[src/i2c_sdra_pkg.sv]
`timescale 1ns / 1ps

package i2c_sdra_pkg;

  // Receive buffer geometry
  localparam int BUFFER_DEPTH = 14;
  localparam int SLOT_W       = 4;

  // Controller status codes
  localparam logic [7:0] ST_START      = 8'h08;
  localparam logic [7:0] ST_RESTART    = 8'h10;
  localparam logic [7:0] ST_SLA_W_ACK  = 8'h18;
  localparam logic [7:0] ST_SLA_W_NACK = 8'h20;
  localparam logic [7:0] ST_DATA_ACK   = 8'h28;
  localparam logic [7:0] ST_DATA_NACK  = 8'h30;
  localparam logic [7:0] ST_SLA_R_ACK  = 8'h40;
  localparam logic [7:0] ST_SLA_R_NACK = 8'h48;
  localparam logic [7:0] ST_RX_ACK     = 8'h50;
  localparam logic [7:0] ST_RX_NACK    = 8'h58;
  localparam logic [7:0] ST_IDLE       = 8'hF8;

  // Control register bits
  localparam logic [7:0] CTL_START    = 8'h20;
  localparam logic [7:0] CTL_STOP_ACK = 8'h14;
  localparam logic [7:0] CTL_ACK      = 8'h04;
  localparam logic [7:0] CTL_INT      = 8'h08;
  localparam logic [7:0] CTL_NACK_CLR = 8'h3C;

  // Transaction kind
  localparam logic KIND_WRITE = 1'b0;
  localparam logic KIND_READ  = 1'b1;

  // Configuration register indexes
  localparam logic [1:0] CFG_READ_LENGTH    = 2'd0;
  localparam logic [1:0] CFG_WRITE_LENGTH   = 2'd1;
  localparam logic [1:0] CFG_DEVICE_ADDRESS = 2'd2;

  // Result word, last field in the lowest bits
  typedef struct packed {
    logic              pad;
    logic              init_done;
    logic [7:0]        write_count;
    logic [7:0]        store_data;
    logic [SLOT_W-1:0] store_index;
    logic              store_valid;
    logic [7:0]        clear_mask;
    logic [7:0]        set_mask;
    logic [7:0]        tx_data;
    logic              tx_valid;
  } result_t;

  // Input word, last field in the lowest bits
  typedef struct packed {
    logic [7:0] rx_byte;
    logic [7:0] write_value;
    logic [7:0] reg_address;
    logic [7:0] status;
  } item_t;

endpackage

[src/i2c_status_driven_register_access.sv]
`timescale 1ns / 1ps

// Channel  Dir  Payload
// in_      in   tdata: status, reg_address, write_value, rx_byte; tuser: kind
// out_     out  tdata: tx_valid .. init_done (48 bits, one result per item)
// cfg_     in   we, index (0 read_length, 1 write_length, 2 device_address), data
//
// One result per item, one item per cycle unless the output stalls: the status
// decode and counter update sit between the input port and the result register.
// The result is registered and appears in the cycle after the input transaction is accepted.
// rst_n (synchronous) clears the counters and the result valid flag and loads the
// configuration defaults.
// A stalled result holds the input side only when the result register is full.

module i2c_status_driven_register_access (
  input  logic        clk,
  input  logic        rst_n,
  input  logic        in_tvalid,
  output logic        in_tready,
  input  logic [31:0] in_tdata,   // status, reg_address, write_value, rx_byte
  input  logic        in_tuser,   // kind
  output logic        out_tvalid,
  input  logic        out_tready,
  // tx_valid, tx_data, set_mask, clear_mask, store_valid, store_index,
  // store_data, write_count, init_done, zero pad
  output logic [47:0] out_tdata,
  input  logic        cfg_we,
  input  logic [1:0]  cfg_index,
  input  logic [7:0]  cfg_data
);

  localparam int SW = i2c_sdra_pkg::SLOT_W;

  logic [3:0]    read_length_r;
  logic [7:0]    write_length_r;
  logic [6:0]    device_address_r;

  logic [2:0]    op_counter_r,  op_counter_nxt;
  logic [7:0]    writes_done_r, writes_done_nxt;
  logic [3:0]    reads_done_r,  reads_done_nxt;
  logic [SW-1:0] slot_index_r,  slot_index_nxt;
  logic          done_flag_r,   done_flag_nxt;

  i2c_sdra_pkg::result_t res_r, res_nxt;
  logic                  out_valid_r;

  i2c_sdra_pkg::item_t item;
  logic                in_acc;
  logic [7:0]          addr_w;
  logic [SW:0]         slot_inc;

  assign item      = i2c_sdra_pkg::item_t'(in_tdata);
  assign in_tready = !out_valid_r || out_tready;
  assign in_acc    = in_tvalid && in_tready;
  assign addr_w    = {device_address_r, 1'b0};
  assign slot_inc  = {1'b0, slot_index_r} + {{SW{1'b0}}, 1'b1};

  always_comb begin
    res_nxt         = '0;
    op_counter_nxt  = op_counter_r;
    writes_done_nxt = writes_done_r;
    reads_done_nxt  = reads_done_r;
    slot_index_nxt  = slot_index_r;
    done_flag_nxt   = done_flag_r;

    if (in_tuser == i2c_sdra_pkg::KIND_WRITE) begin
      unique case (item.status) inside
        i2c_sdra_pkg::ST_START: begin
          op_counter_nxt     = '0;
          res_nxt.tx_valid   = 1'b1;
          res_nxt.tx_data    = addr_w;
          res_nxt.clear_mask = i2c_sdra_pkg::CTL_START;
          res_nxt.set_mask   = i2c_sdra_pkg::CTL_ACK;
        end
        i2c_sdra_pkg::ST_SLA_W_ACK: begin
          op_counter_nxt   = op_counter_r + 3'd1;
          res_nxt.tx_valid = 1'b1;
          res_nxt.tx_data  = item.reg_address;
        end
        i2c_sdra_pkg::ST_DATA_ACK: begin
          op_counter_nxt   = op_counter_r + 3'd1;
          res_nxt.tx_valid = 1'b1;
          res_nxt.tx_data  = item.write_value;
          // third step of a write completes it: restart and count it, or flag init done
          if (op_counter_nxt == 3'd3) begin
            res_nxt.set_mask = i2c_sdra_pkg::CTL_START;
            if (writes_done_r < write_length_r) begin
              writes_done_nxt = writes_done_r + 8'd1;
            end else begin
              done_flag_nxt = 1'b1;
            end
          end
        end
        i2c_sdra_pkg::ST_SLA_W_NACK, i2c_sdra_pkg::ST_DATA_NACK: begin
          res_nxt.set_mask = i2c_sdra_pkg::CTL_STOP_ACK;
        end
        default: begin
        end
      endcase
    end else begin
      unique case (item.status) inside
        i2c_sdra_pkg::ST_START: begin
          res_nxt.tx_valid   = 1'b1;
          res_nxt.tx_data    = addr_w;
          res_nxt.clear_mask = i2c_sdra_pkg::CTL_START;
          res_nxt.set_mask   = i2c_sdra_pkg::CTL_ACK;
        end
        i2c_sdra_pkg::ST_RESTART: begin
          res_nxt.tx_valid   = 1'b1;
          res_nxt.tx_data    = addr_w | 8'h01;
          res_nxt.clear_mask = i2c_sdra_pkg::CTL_START;
          res_nxt.set_mask   = i2c_sdra_pkg::CTL_ACK;
        end
        i2c_sdra_pkg::ST_SLA_W_ACK: begin
          res_nxt.tx_valid = 1'b1;
          res_nxt.tx_data  = item.reg_address;
        end
        i2c_sdra_pkg::ST_SLA_W_NACK, i2c_sdra_pkg::ST_DATA_NACK: begin
          res_nxt.set_mask = i2c_sdra_pkg::CTL_STOP_ACK;
        end
        i2c_sdra_pkg::ST_DATA_ACK, i2c_sdra_pkg::ST_SLA_R_NACK: begin
          res_nxt.set_mask = i2c_sdra_pkg::CTL_START;
        end
        i2c_sdra_pkg::ST_SLA_R_ACK: begin
          res_nxt.set_mask = i2c_sdra_pkg::CTL_ACK;
        end
        i2c_sdra_pkg::ST_RX_ACK: begin
          res_nxt.store_valid = 1'b1;
          res_nxt.store_index = slot_index_r;
          res_nxt.store_data  = item.rx_byte;
          // wrap the slot at the end of the buffer
          if (slot_inc >= (SW+1)'(i2c_sdra_pkg::BUFFER_DEPTH)) begin
            slot_index_nxt = '0;
          end else begin
            slot_index_nxt = slot_inc[SW-1:0];
          end
          reads_done_nxt = reads_done_r + 4'd1;
          // drop the acknowledge so the next byte is NACKed
          if (reads_done_nxt == read_length_r) begin
            res_nxt.clear_mask = i2c_sdra_pkg::CTL_NACK_CLR;
          end
        end
        i2c_sdra_pkg::ST_RX_NACK: begin
          res_nxt.store_valid = 1'b1;
          res_nxt.store_index = slot_index_r;
          res_nxt.store_data  = item.rx_byte;
          res_nxt.set_mask    = i2c_sdra_pkg::CTL_STOP_ACK;
          slot_index_nxt      = '0;
          reads_done_nxt      = '0;
        end
        default: begin
        end
      endcase
    end

    if (item.status != i2c_sdra_pkg::ST_IDLE) begin
      res_nxt.clear_mask = res_nxt.clear_mask | i2c_sdra_pkg::CTL_INT;
    end
    res_nxt.write_count = writes_done_nxt;
    res_nxt.init_done   = done_flag_nxt;
  end

  always_ff @(posedge clk) begin
    if (!rst_n) begin
      read_length_r    <= 4'd13;
      write_length_r   <= 8'd13;
      device_address_r <= 7'd104;
    end else if (cfg_we) begin
      unique case (cfg_index)
        i2c_sdra_pkg::CFG_READ_LENGTH:    read_length_r    <= cfg_data[3:0];
        i2c_sdra_pkg::CFG_WRITE_LENGTH:   write_length_r   <= cfg_data;
        i2c_sdra_pkg::CFG_DEVICE_ADDRESS: device_address_r <= cfg_data[6:0];
        default: begin
        end
      endcase
    end
  end

  always_ff @(posedge clk) begin
    if (!rst_n) begin
      op_counter_r  <= '0;
      writes_done_r <= '0;
      reads_done_r  <= '0;
      slot_index_r  <= '0;
      done_flag_r   <= 1'b0;
      out_valid_r   <= 1'b0;
    end else begin
      if (in_acc) begin
        op_counter_r  <= op_counter_nxt;
        writes_done_r <= writes_done_nxt;
        reads_done_r  <= reads_done_nxt;
        slot_index_r  <= slot_index_nxt;
        done_flag_r   <= done_flag_nxt;
        out_valid_r   <= 1'b1;
      end else if (out_tready) begin
        out_valid_r <= 1'b0;
      end
    end
  end

  always_ff @(posedge clk) begin
    if (in_acc) begin
      res_r <= res_nxt;
    end
  end

  assign out_tvalid = out_valid_r;
  assign out_tdata  = res_r;

endmodule

[config.mk]
export PLATFORM = sky130hd
export DESIGN_NAME = i2c_status_driven_register_access
export DESIGN_NICKNAME = d
export VERILOG_FILES = /design/src/i2c_sdra_pkg.sv /design/src/i2c_status_driven_register_access.sv
export SDC_FILE = /design/constraint.sdc
export NUM_CORES = 1
export LEC_CHECK = 0
export ABC_AREA = 1
export BUFFER_PORTS_ARGS = -buffer_cell sky130_fd_sc_hd__buf_4
export CAP_MARGIN = 25
export CORE_MARGIN = 2
export CORE_UTILIZATION = 48
export CTS_CLUSTER_DIAMETER = 150
export DETAILED_ROUTE_END_ITERATION = 8
export PLACE_DENSITY = 0.77
export SLEW_MARGIN = 10
export SYNTH_ARGS = -nofsm -noshare
export SYNTH_HDL_FRONTEND = slang
export SYNTH_SLANG_ARGS = --single-unit
[constraint.sdc]
create_clock -name clk -period 1.75 [get_ports clk]
set_input_delay 0.175 -clock clk [delete_from_list [all_inputs] [get_ports clk]]
set_output_delay 0.175 -clock clk [all_outputs]
set_load 0.01 [all_outputs]
==> reports/qor.tcl <==
set qor(global_route_wire_length_before_repair_microns) 14580
set qor(synth_area_per_inst_sq_um) 8.325
set qor(worstMarginPinSlew_ps) 563.9
set qor(max_clock_freq_mhz) 588.0
set qor(rsz_0062_raised_after_global_routing) {yes}
set qor(slew_headroom_pct) 62.12
set qor(die_height_microns) 94.86
set qor(critical_path.n_buffers_inverters) 1
set qor(final.period_utilization_pct) 97.19
set qor(layout.filler_cells) 661
set qor(yosysWarnings) 0
set qor(clock_insertion_delay_worst_skew_ps) 340
set qor(critPathLaunchType) {flop}
set qor(detail_route.iter0.violations) 145
set qor(ys_types) 41
set qor(fin_worst_hold_slack_ps) 64.44
set qor(post-route-cell-area_sq_um) 5213
set qor(highest-signal-layer) {met4}
set qor(critical_path.top_delay_family) {simple AND/OR/NAND/NOR gates}
set qor(final_tns_setup_ps) 0
set qor(routed_via_density) 5.063
set qor(m1WireLength_microns) 3791
set qor(yosys.area_share.adder_pct) 4.105
set qor(multi_input_area_sq_um) 1793
set qor(cts_inserted_buffers) 9
set qor(hold_path_startpoint) {cfg_data[3]}
set qor(fin_skew_ps) 5.874
set qor(max_buffers_root_to_sink) 2
set qor(cts.reportedPaths.clkPinSlew_ps) 80
set qor(io_count) 98
set qor(path_class) {flop to flop}
set qor(grt_start_max_net_pins) 28
set qor(detailed_place_hpwl_microns) 6757
set qor(setup-violations-final) 0
set qor(crit_chain) {ha_4 > nor2_2 > nor2_2 > nor2_4 > nand2_4 > nor2_4 > nand2_8 > nor2_4 > nand3_2 > nand2_2 > inv_1}
set qor(grt.total_usage_pct) 21.01
set qor(area.growth.synth_to_final_pct) 31.54
set qor(powerDensity_nw_per_um2) 765.3
set qor(detailroute.via_count) 3534
set qor(placed_cells) 680
set qor(layout_common_cells) {111 x sky130_fd_sc_hd__buf_4, 89 x sky130_fd_sc_hd__nand2_1, 71 x sky130_fd_sc_hd__inv_1}
set qor(num_rows) 33
set qor(reg2reg_slack_ps) 50
set qor(drive_gt1_share_pct) 31.37
set qor(area_fraction_in_and_or_nand_and_nor_cells_after_synthesis_pct) 21.69
set qor(antenna_violations_before_repair) 0
set qor(floorplan_die_area_sq_um) 8998
set qor(via_count_of_the_first_global_routing_pass) 3281
set qor(timing.critical_path.mode_cell) {sky130_fd_sc_hd__nor2_4}
set qor(core_area_sq_um) 8093
set qor(clock-sinks) 77
set qor(cts.root.buffer_cell) {sky130_fd_sc_hd__clkbuf_8}
set qor(placement.io_buffers) 87
set qor(fraction_of_the_yosys_area_taken_by_sequential_cells_pct) 48.25
set qor(final-hold-violation-count) 0
set qor(wire_per_inst_microns) 13.62
set qor(met3_length_microns) 479
set qor(synth_cells) 476
set qor(dr_wl_met2_microns) 5093
set qor(overflow) 0
set qor(required_ps) 1860
set qor(worst_r2r_endpoint) {out_tdata[44]$_DFFE_PP_}
set qor(chipWidth_microns) 94.86
set qor(drtPass1Iterations) 5
set qor(detail-route-antenna-nets) 0
set qor(area.sequential_sq_um) 1924
set qor(synth_seq_cells) 77
set qor(postPlaceCellArea_sq_um) 4832
set qor(cp_max_fo) 8
set qor(r2r-start) {op_counter_r[1]$_SDFFE_PN0P_}
set qor(synth-edff-count) 37
set qor(hold-path-cell-count) 3
set qor(leading_cell_type_in_the_layout_fill_and_taps_excluded) {sky130_fd_sc_hd__buf_4}
set qor(share_of_flip_flops_with_an_asynchronous_set_or_reset_pct) 0
set qor(crit_slowest_cell) {sky130_fd_sc_hd__dfxtp_4}
set qor(floorplan.initialDensity_pct) 48.96
set qor(min_delay_worst_endpoint) {device_address_r[3]$_SDFFE_PN1P_}
set qor(worstHoldPathType) {input port to flop}
set qor(static-leakage-power_nw) 2.446
set qor(detail_route.wirelength_microns) 9509
set qor(vdd_ir_drop_max_uv) 370.1
set qor(result_of_the_run) {complete, no violations}
set qor(crit_path_largest_cell_delay_ps) 360
set qor(synth-compound-area-share_pct) 12.82
set qor(finalNonFillerCells) 698
set qor(cap_viol_max_count) 0
set qor(number_of_slew_limit_violations_in_the_final_report) 0
set qor(reg2regPathDepth) 11
set qor(postSynth.topFlopCell) {sky130_fd_sc_hd__dfxtp_1}
set qor(routabilityCongestion) 0.8823
set qor(end_kind) {flop}
set qor(synth_top_family_by_area) {simple AND/OR/NAND/NOR gates}
set qor(period_minus_slack_ps) 1701
set qor(cts-htree-levels) 3
set qor(final_nets) 649
set qor(synth.mux.area_fraction_pct) 0
set qor(clock_tree_from_tritoncts) {done}
set qor(cp_data_arrival_time_ps) 1810
set qor(detail_route.drc_violations) 0
set qor(num_antenna_cells) 0
set qor(xor_xnor_cell_area_share_of_the_yosys_netlist_pct) 2.179
set qor(combined_area_of_all_synthesized_cells_sq_um) 3963
-- worst reg2reg max path, cell delays in order, from the launching register on --
cell and delay, ps:
sky130_fd_sc_hd__dfxtp_4 360, sky130_fd_sc_hd__ha_4 160, sky130_fd_sc_hd__nor2_2 120, sky130_fd_sc_hd__nor2_2 70, sky130_fd_sc_hd__nor2_4 110, sky130_fd_sc_hd__nand2_4 80
sky130_fd_sc_hd__nor2_4 140, sky130_fd_sc_hd__nand2_8 110, sky130_fd_sc_hd__nor2_4 130, sky130_fd_sc_hd__nand3_2 80, sky130_fd_sc_hd__nand2_2 70, sky130_fd_sc_hd__inv_1 40
-- worst max path at each step --
stage                              startpoint                       to  slack, ps  cells after the start
6_report         op_counter_r[1]$_SDFFE_PN0P_  out_tdata[44]$_DFFE_PP_         50                     11
3_3_place_gp   write_length_r[7]$_SDFFE_PN0P_  out_tdata[44]$_DFFE_PP_          4                     10
4_1_cts          op_counter_r[0]$_SDFFE_PN0P_  out_tdata[41]$_DFFE_PP_          7                     11
5_1_grt        write_length_r[1]$_SDFFE_PN0P_  out_tdata[44]$_DFFE_PP_        -50                     12
3_5_place_dp     op_counter_r[0]$_SDFFE_PN0P_  out_tdata[41]$_DFFE_PP_        -20                     11
2_1_floorplan  write_length_r[7]$_SDFFE_PN0P_  out_tdata[44]$_DFFE_PP_         60                     10
-- sequential cells by signal, summed over array words and instances (netlist names), 3 cells and up --
signal,count
slot_index_r,4
op_counter_r,3
writes_done_r,8
device_address_r,7
out_tdata,37
read_length_r,4
write_length_r,8
reads_done_r,4
-- per-layer routing --
metal	vias up	global-route usage [%]
met4	0	7.246
met1	1646	24.92
met3	13	4.150
li1	1757	-
met5	-	0
met2	118	37.77
-- layout make-up --
type	instances	area share, %
sequential	77	36.92
multi-input combinational	306	34.40
timing repair buffer	111	15.99
inverter	83	6.073
tap	105	2.520
clock buffer	9	2.376
clock inverter	7	1.728
-- repair_timing --
| action | CTS | global route |
|---|---|---|
| setup endpoints to repair | 4 | 16 |
| pin swaps | 8 | 12 |
| hold buffers | 0 | 0 |
| gates resized for setup | 8 | 30 |
| buffers inserted | 1 | 1 |
-- logic make-up after synthesis --
kind of cell	Yosys count
simple gates	184
buf+inv	102
compound gates	90
flops	77
fa+ha+maj	13
xor+xnor	9
other cells	1
-- per-stage QoR --
stage | util [%] | setup slack, ps | power [mW]
after global placement | 59.71 | 4.191 | 2.524
final | 64.41 | 49.24 | 3.989
after CTS | 62.68 | 7.285 | 3.971
after floorplan | - | 55.00 | 2.299
after global routing | 64.41 | -49.22 | 4.147
after detailed placement | 59.71 | -20.97 | 2.538
-- cells in the mapped netlist, types with 2 or more instances --
library cell               instances  area share (%)
sky130_fd_sc_hd__nand3_2           2            0.51
sky130_fd_sc_hd__xor2_1            5             1.1
sky130_fd_sc_hd__a21boi_0          2            0.38
sky130_fd_sc_hd__ha_1             13             4.1
sky130_fd_sc_hd__inv_2             6            0.57
sky130_fd_sc_hd__o21ai_0          33             4.2
sky130_fd_sc_hd__nand3_1          26             3.3
sky130_fd_sc_hd__dfxtp_1          40              20
sky130_fd_sc_hd__nor2_4            6             1.7
sky130_fd_sc_hd__o211ai_1          5            0.95
sky130_fd_sc_hd__o22ai_1           2            0.32
sky130_fd_sc_hd__edfxtp_1         37              28
sky130_fd_sc_hd__nand4_1           3            0.47
sky130_fd_sc_hd__nor4_1            2            0.32
sky130_fd_sc_hd__nor2_2            3            0.47
sky130_fd_sc_hd__o21ai_2           4            0.88
sky130_fd_sc_hd__a21oi_1          34             4.3
sky130_fd_sc_hd__clkbuf_1          7            0.66
sky130_fd_sc_hd__o21ai_1           2            0.25
sky130_fd_sc_hd__inv_1            75             7.1
sky130_fd_sc_hd__nor3_1            4            0.51
sky130_fd_sc_hd__xnor2_1           3            0.66
sky130_fd_sc_hd__a22oi_1           3            0.57
sky130_fd_sc_hd__nand2_4           2            0.57
sky130_fd_sc_hd__buf_4            11             2.1
sky130_fd_sc_hd__nand2_1          97             9.2
sky130_fd_sc_hd__nor2_1           35             3.3
-- report_power, final --
group / internal (mW) / total [mW] / switching (mW)
Combinational: 0.245 / 0.536 / 0.291
Clock: 0.795 / 1.45 / 0.652
Sequential: 1.97 / 2.01 / 0.0389
Total: 3.01 / 3.99 / 0.982
Note: power is estimated with default switching activity, not from simulation.
